[config.mk]
export PLATFORM = sky130hd
export DESIGN_NAME = color_gradient_generator_unit_flat
export DESIGN_NICKNAME = d
export VERILOG_FILES = /design/src/design/cgg_pkg.sv /design/src/design/cgg_in_if.sv /design/src/design/cgg_out_if.sv /design/src/design/color_gradient_generator_unit.sv /design/src/flat_wrapper.sv
export VERILOG_INCLUDE_DIRS = /design/src /design/src/design
export SDC_FILE = /design/constraint.sdc
export NUM_CORES = 1
export LEC_CHECK = 0
export ABC_AREA = 0
export BUFFER_PORTS_ARGS = -buffer_cell sky130_fd_sc_hd__buf_4
export CAP_MARGIN = 15
export CORE_MARGIN = 3
export CORE_UTILIZATION = 50
export CTS_CLUSTER_DIAMETER = 60
export DETAILED_ROUTE_END_ITERATION = 8
export PLACE_DENSITY = 0.7
export SYNTH_ARGS = -nofsm -noshare
export SYNTH_HDL_FRONTEND = slang
export SYNTH_SLANG_ARGS = --single-unit
[constraint.sdc]
create_clock -name clk -period 11.91 [get_ports clk]
set_clock_uncertainty 0.2 [all_clocks]
set_input_delay 0.5955 -clock clk [delete_from_list [all_inputs] [get_ports clk]]
set_output_delay 0.5955 -clock clk [all_outputs]
set_load 0.03 [all_outputs]
[src/design/assert_macros.svh]
// ----------------------------------------------------------------------------
// assert_macros.svh
// concurrent assertion helpers, empty when synthesizing
// ----------------------------------------------------------------------------
`ifndef ASSERT_MACROS_SVH
`define ASSERT_MACROS_SVH

`ifndef SYNTHESIS

// same-cycle implication
`define ASSERT_IMPLIES(label, clk, rst_n, ante, cons) \
  label: assert property (@(posedge clk) disable iff (!rst_n) (ante) |-> (cons)) \
    else $error("assertion failed: same-cycle implication");

// next-cycle implication
`define ASSERT_NEXT(label, clk, rst_n, ante, cons) \
  label: assert property (@(posedge clk) disable iff (!rst_n) (ante) |=> (cons)) \
    else $error("assertion failed: next-cycle implication");

`else

`define ASSERT_IMPLIES(label, clk, rst_n, ante, cons)
`define ASSERT_NEXT(label, clk, rst_n, ante, cons)

`endif

`endif

[src/design/cgg_pkg.sv]
// ----------------------------------------------------------------------------
// cgg_pkg
// shared types and constants of the color gradient generator
// ----------------------------------------------------------------------------
`timescale 1ns / 1ps

package cgg_pkg;

  localparam int CHAN_W = 8;
  localparam int ACC_W  = 16;
  localparam int NUM_CH = 3;

  typedef logic [CHAN_W-1:0] chan_t;
  typedef logic [ACC_W-1:0]  acc_t;

  // configuration port
  localparam int CFG_ADDR_W = 2;
  localparam int CFG_DATA_W = 32;
  localparam logic [CFG_ADDR_W-1:0] REG_PATTERN_MODE = 2'd0;

  // pattern modes
  localparam logic MODE_LINE   = 1'b0;
  localparam logic MODE_SQUARE = 1'b1;

  // input word kinds
  localparam logic KIND_LOAD = 1'b0;
  localparam logic KIND_NEXT = 1'b1;

endpackage

[src/design/cgg_in_if.sv]
// ----------------------------------------------------------------------------
// cgg_in_if
// input channel: load and next-pixel words
// ----------------------------------------------------------------------------
`timescale 1ns / 1ps

interface cgg_in_if;
  import cgg_pkg::*;

  logic  valid;
  logic  ready;
  logic  kind;
  chan_t start_red;
  chan_t start_green;
  chan_t start_blue;
  chan_t end_red;
  chan_t end_green;
  chan_t end_blue;
  chan_t size;

  modport source (
    output valid, kind, start_red, start_green, start_blue,
           end_red, end_green, end_blue, size,
    input  ready
  );

  modport sink (
    input  valid, kind, start_red, start_green, start_blue,
           end_red, end_green, end_blue, size,
    output ready
  );
endinterface

[src/design/cgg_out_if.sv]
// ----------------------------------------------------------------------------
// cgg_out_if
// result channel: one pixel word with line and pattern flags
// ----------------------------------------------------------------------------
`timescale 1ns / 1ps

interface cgg_out_if;
  import cgg_pkg::*;

  logic  valid;
  logic  ready;
  chan_t pixel_red;
  chan_t pixel_green;
  chan_t pixel_blue;
  logic  end_of_line;
  logic  end_of_pattern;

  modport source (
    output valid, pixel_red, pixel_green, pixel_blue, end_of_line, end_of_pattern,
    input  ready
  );

  modport sink (
    input  valid, pixel_red, pixel_green, pixel_blue, end_of_line, end_of_pattern,
    output ready
  );
endinterface

[src/design/color_gradient_generator_unit.sv]
// ----------------------------------------------------------------------------
// color_gradient_generator_unit
// rgb gradient generator in 8.8 fixed point with a shared serial divider
// ----------------------------------------------------------------------------
// usage
//   in_ch carries load words (kind 0: start/end colors and size) and next
//   words (kind 1). a next word with a pattern running yields one pixel word
//   on out_ch; otherwise no word comes out. pattern_mode (apb, byte addr 0)
//   picks a single line or a square of complementary-ended rows; write it
//   only while the block is idle.
// sequencing
//   a next word lands in the output register in the cycle after it is taken;
//   plain pixels follow back to back while out_ch keeps up. a row end in square
//   mode divides for the pixel steps of the three channels, a load for the row
//   steps (line) or row then pixel steps (square), with in_ch not ready. each
//   division is a setup step, 16 quotient bits at one bit a cycle, a write-back.
// reset
//   synchronous, active low: no pattern loaded, line mode, output empty.
// stall
//   while a pixel word waits on out_ch, in_ch stays not ready unless the
//   word is taken in that same cycle; nothing is dropped.
// ----------------------------------------------------------------------------
`timescale 1ns / 1ps

`include "assert_macros.svh"

module color_gradient_generator_unit #(
  parameter int unsigned MAX_SIZE = 255
) (
  input  logic                            clk,
  input  logic                            rst_n,
  cgg_in_if.sink                          in_ch,
  cgg_out_if.source                       out_ch,
  input  logic                            cfg_psel,
  input  logic                            cfg_penable,
  input  logic                            cfg_pwrite,
  input  logic [cgg_pkg::CFG_ADDR_W-1:0]  cfg_paddr,
  input  logic [cgg_pkg::CFG_DATA_W-1:0]  cfg_pwdata,
  output logic [cgg_pkg::CFG_DATA_W-1:0]  cfg_prdata,
  output logic                            cfg_pready
);
  import cgg_pkg::*;

  // sequencer states
  localparam logic [1:0] S_IDLE  = 2'd0;
  localparam logic [1:0] S_SETUP = 2'd1;
  localparam logic [1:0] S_ITER  = 2'd2;
  localparam logic [1:0] S_WRITE = 2'd3;

  // divider jobs
  localparam logic JOB_ROW = 1'b0;  // row steps from start to end color
  localparam logic JOB_PIX = 1'b1;  // pixel steps from row color to its complement

  localparam int DIV_STEPS = ACC_W;
  localparam int CNT_W     = $clog2(DIV_STEPS);
  localparam logic [CNT_W-1:0] CNT_LAST = CNT_W'(DIV_STEPS - 1);
  localparam logic [1:0]       CH_LAST  = 2'(NUM_CH - 1);

  // control state
  logic [1:0]  state_r;
  logic        job_r;
  logic [1:0]  ch_r;
  logic [CNT_W-1:0] cnt_r;
  logic        active_r;
  logic        mode_r;
  logic        out_valid_r;
  chan_t       pix_idx_r;
  chan_t       row_idx_r;
  chan_t       size_r;

  // gradient state
  acc_t        pix_acc_r  [NUM_CH];
  acc_t        pix_step_r [NUM_CH];
  acc_t        row_acc_r  [NUM_CH];
  acc_t        row_step_r [NUM_CH];
  chan_t       end_col_r  [NUM_CH];

  // divider datapath
  acc_t        quo_r;
  chan_t       rem_r;
  logic        neg_r;

  // output word
  chan_t       out_col_r [NUM_CH];
  logic        out_eol_r;
  logic        out_eop_r;

  // ---------------------------------------------------------------- handshakes
  logic in_fire;
  logic out_fire;

  assign in_ch.ready = (state_r == S_IDLE) && (!out_valid_r || out_ch.ready);
  assign in_fire     = in_ch.valid && in_ch.ready;
  assign out_fire    = out_ch.valid && out_ch.ready;

  assign out_ch.valid          = out_valid_r;
  assign out_ch.pixel_red      = out_col_r[0];
  assign out_ch.pixel_green    = out_col_r[1];
  assign out_ch.pixel_blue     = out_col_r[2];
  assign out_ch.end_of_line    = out_eol_r;
  assign out_ch.end_of_pattern = out_eop_r;

  // ---------------------------------------------------------------- config port
  logic cfg_wr;

  assign cfg_pready = 1'b1;
  assign cfg_wr     = cfg_psel && cfg_penable && cfg_pwrite && cfg_pready;
  assign cfg_prdata = (cfg_paddr == REG_PATTERN_MODE) ? {{(CFG_DATA_W-1){1'b0}}, mode_r}
                                                      : '0;

  // ---------------------------------------------------------------- load decode
  chan_t start_col [NUM_CH];
  chan_t end_col   [NUM_CH];
  chan_t size_sat;
  logic  load_active;

  assign start_col[0] = in_ch.start_red;
  assign start_col[1] = in_ch.start_green;
  assign start_col[2] = in_ch.start_blue;
  assign end_col[0]   = in_ch.end_red;
  assign end_col[1]   = in_ch.end_green;
  assign end_col[2]   = in_ch.end_blue;

  // clamp to the configured maximum
  assign size_sat = ({8'h00, in_ch.size} > MAX_SIZE[15:0]) ? MAX_SIZE[7:0] : in_ch.size;

  // a square needs at least one row, a line at least one pixel
  assign load_active = (mode_r == MODE_SQUARE) ? (size_sat[7:1] != 7'd0)
                                               : (size_sat != 8'd0);

  // ---------------------------------------------------------------- pixel decode
  logic [8:0] pix_next;
  logic [8:0] row_next;
  logic       eol;
  logic       last_row;
  logic       eop;
  logic       emit;

  assign pix_next = {1'b0, pix_idx_r} + 9'd1;
  assign row_next = {1'b0, row_idx_r} + 9'd1;
  assign eol      = pix_next >= {1'b0, size_r};
  assign last_row = (mode_r == MODE_LINE) || (row_next >= {2'b00, size_r[7:1]});
  assign eop      = eol && last_row;
  assign emit     = in_fire && (in_ch.kind == KIND_NEXT) && active_r;

  // ---------------------------------------------------------------- divider
  // operands: the dividend is |to - from| in 8.8, the divisor is the size
  chan_t      div_from;
  chan_t      div_to;
  logic       div_neg;
  chan_t      div_mag;
  logic [8:0] rem_sh;
  logic       rem_ge;
  chan_t      rem_nxt;
  acc_t       quo_nxt;
  acc_t       div_res;
  logic [8:0] rem_sub;

  assign div_from = row_acc_r[ch_r][15:8];
  assign div_to   = (job_r == JOB_PIX) ? ~div_from : end_col_r[ch_r];
  assign div_neg  = div_to < div_from;
  assign div_mag  = div_neg ? (div_from - div_to) : (div_to - div_from);

  // one restoring step per cycle, quotient shifts in behind the dividend
  assign rem_sh  = {rem_r, quo_r[15]};
  assign rem_ge  = rem_sh >= {1'b0, size_r};
  assign rem_sub = rem_sh - {1'b0, size_r};
  assign rem_nxt = rem_ge ? rem_sub[7:0] : rem_sh[7:0];
  assign quo_nxt = {quo_r[14:0], rem_ge};

  // truncation toward zero: negate the magnitude quotient
  assign div_res = neg_r ? (~quo_r + 16'd1) : quo_r;

  // ---------------------------------------------------------------- sequencer
  always_ff @(posedge clk) begin
    if (!rst_n) begin
      state_r     <= S_IDLE;
      job_r       <= JOB_ROW;
      ch_r        <= 2'd0;
      cnt_r       <= '0;
      active_r    <= 1'b0;
      mode_r      <= MODE_LINE;
      out_valid_r <= 1'b0;
      pix_idx_r   <= '0;
      row_idx_r   <= '0;
      size_r      <= '0;
    end else begin
      if (cfg_wr && (cfg_paddr == REG_PATTERN_MODE)) begin
        mode_r <= cfg_pwdata[0];
      end

      // a new pixel word refills the slot that is being emptied
      if (emit) begin
        out_valid_r <= 1'b1;
      end else if (out_fire) begin
        out_valid_r <= 1'b0;
      end

      unique case (state_r)
        S_IDLE: begin
          if (in_fire && (in_ch.kind == KIND_LOAD)) begin
            size_r    <= size_sat;
            pix_idx_r <= '0;
            row_idx_r <= '0;
            active_r  <= load_active;
            job_r     <= JOB_ROW;
            ch_r      <= 2'd0;
            // steps only matter for a pattern that will run
            if (load_active) begin
              state_r <= S_SETUP;
            end
          end else if (emit) begin
            if (eop) begin
              active_r  <= 1'b0;
              pix_idx_r <= '0;
            end else if (eol) begin
              // row end in square mode: new row needs fresh pixel steps
              pix_idx_r <= '0;
              row_idx_r <= row_next[7:0];
              job_r     <= JOB_PIX;
              ch_r      <= 2'd0;
              state_r   <= S_SETUP;
            end else begin
              pix_idx_r <= pix_next[7:0];
            end
          end
        end
        S_SETUP: begin
          cnt_r   <= '0;
          state_r <= S_ITER;
        end
        S_ITER: begin
          cnt_r <= cnt_r + 1'b1;
          if (cnt_r == CNT_LAST) begin
            state_r <= S_WRITE;
          end
        end
        S_WRITE: begin
          if (ch_r != CH_LAST) begin
            ch_r    <= ch_r + 2'd1;
            state_r <= S_SETUP;
          end else if ((job_r == JOB_ROW) && (mode_r == MODE_SQUARE)) begin
            // first row of a square
            job_r   <= JOB_PIX;
            ch_r    <= 2'd0;
            state_r <= S_SETUP;
          end else begin
            state_r <= S_IDLE;
          end
        end
        default: begin
          state_r <= S_IDLE;
        end
      endcase
    end
  end

  // ---------------------------------------------------------------- datapath
  always_ff @(posedge clk) begin
    unique case (state_r)
      S_IDLE: begin
        if (in_fire && (in_ch.kind == KIND_LOAD)) begin
          for (int c = 0; c < NUM_CH; c++) begin
            row_acc_r[c] <= {start_col[c], 8'h00};
            pix_acc_r[c] <= {start_col[c], 8'h00};
            end_col_r[c] <= end_col[c];
          end
        end else if (emit) begin
          for (int c = 0; c < NUM_CH; c++) begin
            out_col_r[c] <= pix_acc_r[c][15:8];
            pix_acc_r[c] <= pix_acc_r[c] + pix_step_r[c];
            if (eol && !eop) begin
              // row color moves on by twice the row step
              row_acc_r[c] <= row_acc_r[c] + {row_step_r[c][14:0], 1'b0};
            end
          end
          out_eol_r <= eol;
          out_eop_r <= eop;
        end
      end
      S_SETUP: begin
        quo_r <= {div_mag, 8'h00};
        rem_r <= '0;
        neg_r <= div_neg;
      end
      S_ITER: begin
        quo_r <= quo_nxt;
        rem_r <= rem_nxt;
      end
      S_WRITE: begin
        if (job_r == JOB_ROW) begin
          row_step_r[ch_r] <= div_res;
          // a line walks the row step itself
          if (mode_r == MODE_LINE) begin
            pix_step_r[ch_r] <= div_res;
          end
        end else begin
          pix_step_r[ch_r] <= div_res;
          pix_acc_r[ch_r]  <= {row_acc_r[ch_r][15:8], 8'h00};
        end
      end
      default: begin
      end
    endcase
  end

  // ---------------------------------------------------------------- checks
  `ASSERT_IMPLIES(a_eop_is_eol, clk, rst_n, out_valid_r && out_eop_r, out_eol_r)
  `ASSERT_NEXT(a_next_emits, clk, rst_n, emit, out_valid_r)
  `ASSERT_IMPLIES(a_div_needs_pattern, clk, rst_n, state_r != S_IDLE, active_r && !in_ch.ready)
  `ASSERT_IMPLIES(a_index_in_line, clk, rst_n, active_r, pix_idx_r < size_r)

endmodule
[src/flat_wrapper.sv]
// flat-port wrapper written by rule: the top's interface ports become plain ports
module color_gradient_generator_unit_flat import cgg_pkg::*;
#(
  parameter int unsigned MAX_SIZE = 255
)
  (clk, rst_n, cfg_psel, cfg_penable, cfg_pwrite, cfg_paddr, cfg_pwdata, cfg_prdata, cfg_pready, in_ch_valid, in_ch_kind, in_ch_start_red, in_ch_start_green, in_ch_start_blue, in_ch_end_red, in_ch_end_green, in_ch_end_blue, in_ch_size, in_ch_ready, out_ch_valid, out_ch_pixel_red, out_ch_pixel_green, out_ch_pixel_blue, out_ch_end_of_line, out_ch_end_of_pattern, out_ch_ready);
  cgg_in_if in_ch_i ();
  cgg_out_if out_ch_i ();
  input  logic clk;
  input  logic rst_n;
  input  logic cfg_psel;
  input  logic cfg_penable;
  input  logic cfg_pwrite;
  input  logic [cgg_pkg::CFG_ADDR_W-1:0] cfg_paddr;
  input  logic [cgg_pkg::CFG_DATA_W-1:0] cfg_pwdata;
  output logic [cgg_pkg::CFG_DATA_W-1:0] cfg_prdata;
  output logic cfg_pready;
  input wire logic [$bits(in_ch_i.valid)-1:0] in_ch_valid;
  input wire logic [$bits(in_ch_i.kind)-1:0] in_ch_kind;
  input wire logic [$bits(in_ch_i.start_red)-1:0] in_ch_start_red;
  input wire logic [$bits(in_ch_i.start_green)-1:0] in_ch_start_green;
  input wire logic [$bits(in_ch_i.start_blue)-1:0] in_ch_start_blue;
  input wire logic [$bits(in_ch_i.end_red)-1:0] in_ch_end_red;
  input wire logic [$bits(in_ch_i.end_green)-1:0] in_ch_end_green;
  input wire logic [$bits(in_ch_i.end_blue)-1:0] in_ch_end_blue;
  input wire logic [$bits(in_ch_i.size)-1:0] in_ch_size;
  output wire logic [$bits(in_ch_i.ready)-1:0] in_ch_ready;
  output wire logic [$bits(out_ch_i.valid)-1:0] out_ch_valid;
  output wire logic [$bits(out_ch_i.pixel_red)-1:0] out_ch_pixel_red;
  output wire logic [$bits(out_ch_i.pixel_green)-1:0] out_ch_pixel_green;
  output wire logic [$bits(out_ch_i.pixel_blue)-1:0] out_ch_pixel_blue;
  output wire logic [$bits(out_ch_i.end_of_line)-1:0] out_ch_end_of_line;
  output wire logic [$bits(out_ch_i.end_of_pattern)-1:0] out_ch_end_of_pattern;
  input wire logic [$bits(out_ch_i.ready)-1:0] out_ch_ready;
  assign in_ch_i.valid = in_ch_valid;
  assign in_ch_i.kind = in_ch_kind;
  assign in_ch_i.start_red = in_ch_start_red;
  assign in_ch_i.start_green = in_ch_start_green;
  assign in_ch_i.start_blue = in_ch_start_blue;
  assign in_ch_i.end_red = in_ch_end_red;
  assign in_ch_i.end_green = in_ch_end_green;
  assign in_ch_i.end_blue = in_ch_end_blue;
  assign in_ch_i.size = in_ch_size;
  assign in_ch_ready = in_ch_i.ready;
  assign out_ch_valid = out_ch_i.valid;
  assign out_ch_pixel_red = out_ch_i.pixel_red;
  assign out_ch_pixel_green = out_ch_i.pixel_green;
  assign out_ch_pixel_blue = out_ch_i.pixel_blue;
  assign out_ch_end_of_line = out_ch_i.end_of_line;
  assign out_ch_end_of_pattern = out_ch_i.end_of_pattern;
  assign out_ch_i.ready = out_ch_ready;
  color_gradient_generator_unit #(.MAX_SIZE(MAX_SIZE)) u_core (.clk(clk), .rst_n(rst_n), .in_ch(in_ch_i), .out_ch(out_ch_i), .cfg_psel(cfg_psel), .cfg_penable(cfg_penable), .cfg_pwrite(cfg_pwrite), .cfg_paddr(cfg_paddr), .cfg_pwdata(cfg_pwdata), .cfg_prdata(cfg_prdata), .cfg_pready(cfg_pready));
endmodule
---- After elaboration in Yosys (flattened, before gate mapping) ----
Memory sizes are Yosys's and may differ from the RTL's. A register that Yosys moved wholly into a read port is not among the register bits.
Cells that the tools add are included.
storage, ports and cells
  logic and storage cells ................. 182
  memories ................................ 6
  memory bits (writable) .................. 240
  output and inout port bits .............. 61
  input port bits ......................... 98
  flip-flop bits (word level) ............. 63
memory list
  name               depth  bits a word  read ports  clocked after Yosys merged registers in  wr ports  line                                 RTL
  u_core.pix_acc_r   3      16           3           0                                        3         color_gradient_generator_unit.sv:72  acc_t pix_acc_r [NUM_CH];
  u_core.pix_step_r  3      16           3           0                                        1         color_gradient_generator_unit.sv:73  acc_t pix_step_r [NUM_CH];
  u_core.row_acc_r   3      16           4           1                                        3         color_gradient_generator_unit.sv:74  acc_t row_acc_r [NUM_CH];
  u_core.row_step_r  3      16           3           0                                        1         color_gradient_generator_unit.sv:75  acc_t row_step_r [NUM_CH];
  u_core.end_col_r   3      8            1           1                                        3         color_gradient_generator_unit.sv:76  chan_t end_col_r [NUM_CH];
  u_core.out_col_r   3      8            3           0                                        3         color_gradient_generator_unit.sv:84  chan_t out_col_r [NUM_CH];
cells by class
  bitwise gates (word level) .............. 13
  $lt $le $gt $ge ......................... 4
  reduce and logical (&&, ||, !) cells .... 35
  mux-type cells .......................... 81
  add/sub/neg operators ................... 14
  eq/ne operators ......................... 14
operator list
  kind                   number
  $mux 16                9
  $add 16x16->16         6
  $mux 8                 11
  $mux 1                 37
  $mux 2                 18
  $pmux 16 s2            1
  $sub 8x8->8            3
  $add 8x1->9 const B    2
  $ge 9x8->1             2
  $add 16x1->16 const B  1
  $not 16->16            1
  $pmux 8 s2             1
  $reduce_or 16->1       1
  $logic_and 1x1->1      12
  $reduce_bool 2->1      6
  $reduce_and 5->1       2
  $ge 9x7->1             1
  $ne 3x2->1 const B     3
  $lt 8x8->1             1
  $not 8->8              1
  $pmux 2 s4             1
  $pmux 4 s2             1
  $reduce_bool 8->1      1
  $or 1x1->1             7
  other kinds (20)       32

---- Longest topological paths before layout ----
Gate-level depths: netlist (run 1).
  word-level depth ........................ 12
  gate-level depth with buffers ........... 17
  mapped depth without buffers ............ 15

---- Worst setup path after synthesis (run 1) ----
Ideal clock, no wire load.
  path type ............................... register -> register
  start point ............................. reg with a tool-made name
  end point ............................... reg u_core.quo_r[14], data pin
  cell stages (with the launch flop) ...... 16
  required time ........................... 11,439 ps
  clock period less this slack ............ 3,996 ps
  setup time .............................. 271 ps
  path buffers ............................ 2
  arrival time ............................ 3,525 ps
  setup slack ............................. 7,914 ps
  path through ............................ dfxtp_1 clkbuf_1 buf_2 mux2i_1 o21a_1 nand2_1 o21a_1 fa_1 nand2b_1 a31o_4 a21oi_4 inv_2 mux2_4 a221o_1 o41ai_2 a221oi_2
RTL lines
  item                  line                                  RTL
  to (signal assigned)  color_gradient_generator_unit.sv:282  quo_r <= {div_mag, 8'h00};
  to (signal assigned)  color_gradient_generator_unit.sv:287  quo_r <= quo_nxt;
  to (decl)             color_gradient_generator_unit.sv:79   acc_t quo_r;

==> flow_summary.json, run 1 <==
{
  "routedWlPerCell_um": 19.08,
  "finalNetCount": 1918,
  "cts_repair_resize_count": 0,
  "cp-endpoint": "u_core.quo_r[14]",
  "timing.setup.tns_ps": 0,
  "syn_area_um2": 17000,
  "p_comb_share_pct": 16.3,
  "final_common_cell": "edfxtp_1",
  "async_flop_share_pct": 0,
  "grtUsageMet1_pct": 29.32,
  "avgSynthCellArea_um2": 10.82,
  "switchingPower_w": 0.0007430,
  "root_buffer": "clkbuf_16",
  "place_area_um2": 18140,
  "pwr_density_cell_nw_per_um2": 141.5,
  "viasPerCell": 5.779,
  "rrSetupSlack_ps": 7060,
  "grt_use_met2_pct": 38.54,
  "grt.busiest_layer": "met2",
  "drv_slew": 0,
  "rsz0062_at_grt": "no",
  "critPathLaunchType": "flip-flop",
  "critPathBufInv": 1,
  "ioPinCount": 159,
  "initial_utilization_pct": 51.47,
  "drt_wl_total_mm": 40.94,
  "area_growth_pct": 13.41,
  "core_region_area_um2": 33030,
  "post_cts_buffers": 0,
  "clkPwrFrac_pct": 38.8,
  "vias": 12401,
  "fmax_mhz": 206.3,
  "power.internal_w": 0.001986,
  "drive_gt1_share_pct": 12.15,
  "path_depth": 15,
  "slowest_delay_ps": 720,
  "hold_violations": 0,
  "cts_max_level": 2,
  "cts_hold_buf": 0,
  "worst_pin_slew_ps": 1242,
  "clk_latency_ps": 530,
  "cts_buffers": 34,
  "min_path_type": "in2reg",
  "cp_data_arrival_time_ps": 4910,
  "r2r_cells": 15,
  "die_w_um": 190.4,
  "ir_worst_vdd_mv": 0.09221,
  "grt_pass1_vias": 12083,
  "r2r-end": "u_core.quo_r[14]",
  "path_class": "reg2reg",
  "final_antenna_net_count": 0,
  "grt_max_degree": 83,
  "dieArea_um2": 36250,
  "cp_max_fo": 9,
  "end_kind": "flip-flop",
  "grt_usage_pct": 22.37,
  "drc": 0,
  "drtPass1Iterations": 4,
  "clkSlewWorstSetupHoldPaths_ps": 60,
  "rows": 66,
  "final_area_um2": 19280,
  "post-dp-hpwl_mm": 29.59,
  "layout_min_cycle_time_ps": 4847,
  "synth_edf_count": 237,
  "gp_congestion": 0.8752,
  "yosysSeqAreaShare_pct": 49.16,
  "antenna_found_initial": 1,
  "ys_seq_elements": 299,
  "status": "completed",
  "diodes": 0,
  "required_ps": 11970,
  "syn_inst": 1571,
  "drt-initial-drc-count": 947,
  "globalRouteMet3Util_pct": 3.162,
  "final_cell_mix": "edfxtp_1 (237), ha_1 (133), nand2_1 (127), buf_4 (117), a21oi_1 (107)",
  "port-buffer-count": 95,
  "yosys_warnings": 0,
  "cp_top_family": "compound AO/OA/AOI/OAI gates",
  "cts_tree": "yes",
  "nFillCells": 2815,
  "crit_chain": "mux2i_1 > nor2_1 > a21oi_1 > nand2_1 > o21a_1 > ha_1 > fa_1 > nand2b_1 > a31o_4 > a21oi_4 > inv_2 > mux2_4 > a221o_1 > o41ai_2 > a221oi_2",
  "relSlewSlack_pct": 16.91,
  "switching_share_pct": 27.22,
  "p_seq_share_pct": 44.9,
  "drv_cap": 0,
  "grt_overflow": 0,
  "synthFlopType": "edfxtp_1",
  "slowest_stage": "a21oi_1",
  "period_share_pct": 40.70,
  "cts.sink_count": 299,
  "p_leak_nw": 7.545,
  "synth_cell_types": 85,
  "finalSetupViolCount": 0,
  "die_height_um": 190.4,
  "clk_path_buf_depth": 3,
  "grt_first_pass_wirelength_mm": 63.96
}
-- through the flow --
| step | hold slack [ps] | power [W] | util (%) | setup WS (ps) | std cells |
|---|---|---|---|---|---|
| floorplan | 231.5 | 0.001548 | - | 7914 | 1601 |
| global placement | 244.6 | 0.001674 | 54.92 | 7152 | 2084 |
| detailed placement | 254.5 | 0.001684 | 54.92 | 7121 | 2084 |
| CTS | 34.05 | 0.002741 | 58.38 | 7119 | 2146 |
| global route | 34.05 | 0.002832 | 58.38 | 6821 | 2146 |
| finish | 50.77 | 0.002729 | 58.38 | 7063 | 2146 |
-- worst min path at each step --
stage | start | end | slack (ps) | depth (start not counted)
2_1_floorplan | u_core.pix_acc_r[1][2] | u_core.pix_acc_r[1][2] | 230 | 2
3_3_place_gp | u_core.pix_acc_r[1][2] | u_core.pix_acc_r[1][2] | 240 | 2
3_5_place_dp | u_core.pix_acc_r[0][9] | u_core.out_col_r[0][1] | 250 | 0
4_1_cts | in_ch_end_green[7] | u_core.end_col_r[1][7] | 30 | 1
5_1_grt | in_ch_end_green[7] | u_core.end_col_r[1][7] | 30 | 1
6_report | in_ch_end_green[7] | u_core.end_col_r[1][7] | 50 | 1
-- synthesized netlist by cell type (all sizes together) (4+ instances only) --
| master | n | area share (%) |
|---|---|---|
| a21oi | 108 | 3.2 |
| nand3 | 33 | 0.97 |
| a22oi | 16 | 0.71 |
| a32o | 4 | 0.24 |
| a21o | 25 | 1.1 |
| and2 | 18 | 0.66 |
| nor4 | 7 | 0.26 |
| nor3 | 20 | 0.59 |
| o31a | 7 | 0.36 |
| nand2 | 127 | 2.8 |
| buf | 46 | 1.9 |
| o31ai | 8 | 0.35 |
| a211oi | 15 | 0.66 |
| or3 | 7 | 0.26 |
| nand4 | 7 | 0.26 |
| a2111oi | 6 | 0.42 |
| ha | 133 | 9.8 |
| a311oi | 5 | 0.26 |
| a221oi | 16 | 0.86 |
| nor2 | 103 | 2.3 |
| o21a | 30 | 1.3 |
| and3 | 10 | 0.38 |
| nand2b | 26 | 0.96 |
| a31oi | 7 | 0.26 |
| a41oi | 5 | 0.26 |
| a22o | 18 | 0.93 |
| o21ai | 106 | 3.1 |
| clkbuf | 30 | 0.66 |
| dfxtp | 62 | 7.3 |
| nor2b | 31 | 1.1 |
| o211ai | 6 | 0.35 |
| mux2 | 6 | 0.42 |
| nand3b | 4 | 0.18 |
| mux2i | 19 | 1.1 |
| edfxtp | 237 | 42 |
| o41ai | 4 | 0.25 |
| or2 | 7 | 0.26 |
| fa | 9 | 1.1 |
| inv | 72 | 1.6 |
| a21boi | 19 | 0.84 |
| xnor2 | 74 | 3.8 |
| xor2 | 29 | 1.5 |
| o21bai | 4 | 0.18 |
-- routing by layer --
| metal | wire length, µm | share of wire, % |
|---|---|---|
| met1 | 17420 | 43 |
| met2 | 19850 | 48 |
| met3 | 2505 | 6.1 |
| met4 | 1160 | 2.8 |
| met5 | 0 | 0 |
-- kinds of logic (layout without fill, tap and decap cells) --
group,after synthesis,count (layout),synth area share [%]
compound gates,438,438,17.37
xor+xnor,103,103,5.306
fa+ha+maj,142,142,10.85
buf+inv,150,253,4.150
flops,299,299,49.16
mux,25,25,1.538
other cells,2,32,0.04417
simple gates,412,412,11.58
-- state kept, by name (all words and copies together), names as in the netlist, named ones only --
register,count
u_core.active_r,1
u_core.out_col_r,24
u_core.size_r,8
u_core.ch_r,2
u_core.row_idx_r,8
u_core.quo_r,16
u_core.cnt_r,4
u_core.pix_step_r,48
u_core.out_ch.end_of_pattern,1
u_core.row_acc_r,45
u_core.job_r,1
u_core.rem_r,8
u_core.neg_r,1
u_core.out_ch.valid,1
u_core.end_col_r,24
u_core.mode_r,1
u_core.pix_idx_r,8
u_core.row_step_r,45
u_core.out_ch.end_of_line,1
u_core.pix_acc_r,48
u_core.state_r,2
-- cell type report --
type | count | area (µm²) | share of cell area (%)
clock buffer | 41 | 918.4 | 4.763
clock inverter | 21 | 221.5 | 1.149
inverter | 74 | 277.8 | 1.441
multi-input combinational | 1152 | 8075 | 41.88
sequential | 299 | 8358 | 43.35
tap | 442 | 553.0 | 2.868
timing repair buffer | 117 | 878.3 | 4.555
-- power groups by stage --
stage	sequential [W]	clock [W]	combinational (W)
3_5_place_dp	0.00125	0	0.000437
5_1_grt	0.00123	0.00111	0.000488
2_1_floorplan	0.00124	0	0.000311
4_1_cts	0.00123	0.00107	0.000441
3_3_place_gp	0.00125	0	0.000429
6_report	0.00123	0.00106	0.000444
Note: power is estimated with default switching activity, not from simulation.
==> run 2, diff against run 1 <==
==> constraint.sdc (replaced) <==
create_clock -name clk -period 4.6 [get_ports clk]
set_clock_uncertainty 0.2 [all_clocks]
set_input_delay 0.23 -clock clk [delete_from_list [all_inputs] [get_ports clk]]
set_output_delay 0.23 -clock clk [all_outputs]
set_load 0.03 [all_outputs]
==> flow_summary.json, run 2 (synthesis results as in run 1) <==
{
  "clkSlewWorstSetupHoldPaths_ps": 60,
  "grt_pass1_vias": 12314,
  "cp-endpoint": "u_core.quo_r[14]",
  "cts_max_level": 2,
  "drv_cap": 0,
  "die_height_um": 190.4,
  "dieArea_um2": 36250,
  "slowest_stage": "edfxtp_1",
  "ir_worst_vdd_mv": 0.2730,
  "clk_path_buf_depth": 3,
  "clk_latency_ps": 530,
  "cts_tree": "yes",
  "place_area_um2": 18270,
  "r2r-end": "u_core.quo_r[14]",
  "die_w_um": 190.4,
  "cp_top_family": "compound AO/OA/AOI/OAI gates",
  "grt_max_degree": 64,
  "routedWlPerCell_um": 19.14,
  "antenna_found_initial": 0,
  "worst_pin_slew_ps": 1234,
  "cp_max_fo": 5,
  "viasPerCell": 5.760,
  "cts_repair_resize_count": 0,
  "hold_violations": 0,
  "diodes": 0,
  "rsz0062_at_grt": "no",
  "critPathLaunchType": "flip-flop",
  "pwr_density_cell_nw_per_um2": 350.8,
  "core_region_area_um2": 33030,
  "vias": 12856,
  "drt_wl_total_mm": 42.73,
  "finalSetupViolCount": 0,
  "grt_usage_pct": 23.29,
  "timing.setup.tns_ps": 0,
  "grt_overflow": 0,
  "finalNetCount": 2004,
  "final_cell_mix": "edfxtp_1 (237), ha_1 (133), buf_4 (130), nand2_1 (127), a21oi_1 (107)",
  "final_antenna_net_count": 0,
  "period_share_pct": 90.84,
  "status": "completed",
  "grt_first_pass_wirelength_mm": 66.62,
  "path_depth": 15,
  "path_class": "reg2reg",
  "r2r_cells": 15,
  "p_leak_nw": 7.906,
  "rrSetupSlack_ps": 420,
  "reg2reg_from": "u_core.row_acc_r[0][8]",
  "cp_data_arrival_time_ps": 4230,
  "gp_congestion": 0.9460,
  "crit_chain": "mux2i_1 > nor2_1 > a21oi_1 > nand2_1 > o21a_1 > ha_1 > fa_1 > nand2b_1 > a31o_4 > a21oi_4 > inv_2 > mux2_4 > a221o_1 > o41ai_2 > a221oi_2",
  "root_buffer": "clkbuf_16",
  "slowest_delay_ps": 430,
  "required_ps": 4650,
  "cts_buffers": 35,
  "port-buffer-count": 95,
  "drv_slew": 0,
  "area_growth_pct": 17.97,
  "min_path_type": "in2reg",
  "critPathBufInv": 1,
  "final_area_um2": 20060,
  "drive_gt1_share_pct": 11.90,
  "post-dp-hpwl_mm": 30.66,
  "top_regs": "u_core.pix_acc_r: 48 flops, u_core.pix_step_r: 48 flops",
  "ioPinCount": 159,
  "relSlewSlack_pct": 17.44,
  "layout_min_cycle_time_ps": 4178,
  "initial_utilization_pct": 51.47,
  "drc": 0,
  "drtPass1Iterations": 5,
  "final_common_cell": "edfxtp_1",
  "rows": 66,
  "cts.sink_count": 299,
  "crit_start": "u_core.row_acc_r[0][8]",
  "drt-initial-drc-count": 1054,
  "end_kind": "flip-flop",
  "fmax_mhz": 239.3,
  "hp-start": "in_ch_valid"
}
## run 2: power breakdown
part	internal, W	switching (W)	total (W)
clock network	0.00154	0.00110	0.00264
logic	0.000491	0.000735	0.00123
registers	0.00309	0.0000822	0.00317
total	0.00512	0.00192	0.00704
## run 2: tightest hold or removal path, stage by stage
cell and delay (ps):
buf_4 100, nand3_1 70, nand2_1 70, a41oi_1 60
nor2_1 130, o21ai_0 100
## run 2: through the flow
step | hold WS (ps) | instances | worst slack (ps) | total power [W] | utilization (%)
2_1_floorplan | 128.9 | 1601 | 603.7 | 0.004008 | -
3_3_place_gp | 209.1 | 2099 | 528.1 | 0.004353 | 55.32
3_5_place_dp | 209.3 | 2099 | 505.7 | 0.004378 | 55.32
4_1_cts | 81.07 | 2232 | 466.7 | 0.007057 | 60.72
5_1_grt | 139.8 | 2232 | 125.6 | 0.007316 | 60.72
6_report | 87.15 | 2232 | 421.5 | 0.007036 | 60.72
## run 2: what timing repair did
action	in CTS	in global routing
hold buffers	70	0
setup buffers	0	0
endpoints found under the hold margin	104	0
## run 2: area by class of cell
cell class              instances  area [µm²]
multi-input cells            1152        8068
well taps                     442       553.0
fillers                      2717       12970
repair buffers                202        1717
flip-flops and latches        299        8358
clock buffers                  50       973.4
clock inverters                13       111.4
inverters                      74       277.8
## run 2: how the worst min path moves through the flow
stage                                   to  slack, ps  cells after the start
floorplan           u_core.end_col_r[0][0]        130                      0
global placement    u_core.end_col_r[1][3]        210                      1
detailed placement  u_core.end_col_r[0][6]        210                      1
CTS                      u_core.state_r[1]         80                      6
global route             u_core.state_r[1]        140                      6
finish                   u_core.state_r[1]         90                      6
## run 2: per-layer routing
metal / up-vias / track usage (%) / wire length [µm]
met5: - / 0 / 0
met3: 82 / 3.419 / 2829
li1: 6151 / - / -
met2: 440 / 38.61 / 20080
met1: 6183 / 31.81 / 18630
met4: 0 / 7.226 / 1197
==> run 3, diff against run 2 <==
--- a/config.mk
+++ b/config.mk
@@ -9,6 +9,7 @@
 export ABC_AREA = 0
 export BUFFER_PORTS_ARGS = -buffer_cell sky130_fd_sc_hd__buf_4
 export CAP_MARGIN = 15
+export CORE_ASPECT_RATIO = 0.7
 export CORE_MARGIN = 3
 export CORE_UTILIZATION = 50
 export CTS_CLUSTER_DIAMETER = 60
==> flow_summary.json, run 3 (synthesis results as in run 1) <==
{
  "status": "completed",
  "drt-initial-drc-count": 1137,
  "cts.sink_count": 299,
  "vias": 12804,
  "nFillCells": 2645,
  "grt_max_degree": 51,
  "port-buffer-count": 95,
  "fmax_mhz": 238.0,
  "layout_min_cycle_time_ps": 4202,
  "grt_overflow": 0,
  "hold_slack_ps": 91.97,
  "min_path_type": "in2reg",
  "cts_buffers": 31,
  "antenna_found_initial": 1,
  "drv_slew": 0,
  "dieArea_um2": 36290,
  "grt_pass1_vias": 12471,
  "path_class": "reg2reg",
  "grt_first_pass_wirelength_mm": 67.56,
  "cts_repair_resize_count": 0,
  "clkSlewWorstSetupHoldPaths_ps": 60,
  "initial_utilization_pct": 51.69,
  "critPathLaunchType": "flip-flop",
  "required_ps": 4720,
  "viasPerCell": 5.791,
  "cp_max_fo": 7,
  "worst_pin_slew_ps": 1114,
  "final_common_cell": "edfxtp_1",
  "place_area_um2": 18210,
  "drtPass1Iterations": 5,
  "die_w_um": 226.4,
  "rows": 55,
  "post-dp-hpwl_mm": 31.34,
  "core_region_area_um2": 32890,
  "p_total_w": 0.006891,
  "timing.setup.tns_ps": 0,
  "cp_data_arrival_time_ps": 4320,
  "ir_worst_vdd_mv": 0.2673,
  "gp_congestion": 0.9112,
  "grt_usage_pct": 23.70,
  "die_height_um": 160.3,
  "root_buffer": "clkbuf_16",
  "cts_tree": "yes",
  "p_leak_nw": 7.859,
  "period_share_pct": 91.35,
  "area_growth_pct": 17.29,
  "seqCellArea_um2": 8358,
  "rsz0062_at_grt": "no",
  "end_kind": "flip-flop",
  "finalSetupViolCount": 0,
  "drt_wl_total_mm": 43.18,
  "drc": 0,
  "final_antenna_net_count": 0,
  "drv_cap": 0,
  "routedWlPerCell_um": 19.53,
  "clk_path_buf_depth": 3,
  "drive_gt1_share_pct": 11.90,
  "multi_input_area_um2": 8070,
  "relSlewSlack_pct": 23.81,
  "ioPinCount": 159,
  "final_cell_mix": "edfxtp_1 (237), ha_1 (133), buf_4 (129), nand2_1 (127), a21oi_1 (107)",
  "hold_violations": 0,
  "top_regs": "u_core.pix_acc_r: 48 flops, u_core.pix_step_r: 48 flops",
  "cts_max_level": 1,
  "pwr_density_cell_nw_per_um2": 345.6,
  "final_cells": 2211,
  "finalNetCount": 1998,
  "placedCellCount": 2080,
  "clk_latency_ps": 580,
  "final_area_um2": 19940
}
run 3: critical path, stage by stage, from the launching register on:
cell and delay [ps]:
dfxtp_1 410, buf_4 220, mux2i_1 210, o21a_1 300
inv_1 260, fa_1 510, nand2b_1 250, a31o_4 300
a21oi_4 220, inv_2 90, mux2_4 330, a221o_1 310
o41ai_2 270, a221oi_2 50
run 3: repair_timing:
action                                 4_1_cts  5_1_grt
endpoints found under the hold margin      110        0
buffers inserted                             0        0
hold buffers                                70        0
run 3: worst paths after layout:
kind | startpoint | endpoint | slack, ps | cells past startpoint
max | flip-flop | u_core.quo_r[14] | 400 | 13
min | in_ch_valid | u_core.state_r[1] | 90 | 6
max reg2reg | flip-flop | u_core.quo_r[14] | 400 | 13
min reg2reg | u_core.pix_acc_r[2][9] | u_core.out_col_r[0][17] | 260 | 0
run 3: power breakdown:
part	switching, W	total, W	leakage [nW]	internal [W]
clock	0.00108	0.00251	0.491	0.00143
sequential	0.0000825	0.00317	2.69	0.00309
combinational	0.000730	0.00121	4.68	0.000482
run 3: metal layers:
metal / vias up / wire, µm / global-route usage, %
li1: 6134 / - / -
met1: 6110 / 19100 / 34.05
met2: 468 / 18840 / 35.87
met3: 92 / 3849 / 5.072
met4: 0 / 1386 / 7.628
met5: - / 0 / 0
run 3: per-stage QoR:
stage,worst slack [ps],utilization (%)
after detailed placement,482.6,55.37
after global routing,151.8,60.62
after floorplan,603.7,-
after CTS,470.7,60.56
final,398.1,60.62
after global placement,606.3,55.37
run 3: final cells by class:
class,instances,share of cell area [%]
clock inverters,16,0.7215
diodes,2,0.02510
repair buffers,200,8.470
multi-input cells,1152,40.47
clock buffers,41,4.329
flip-flops and latches,299,41.91
well taps,427,2.679
inverters,74,1.393
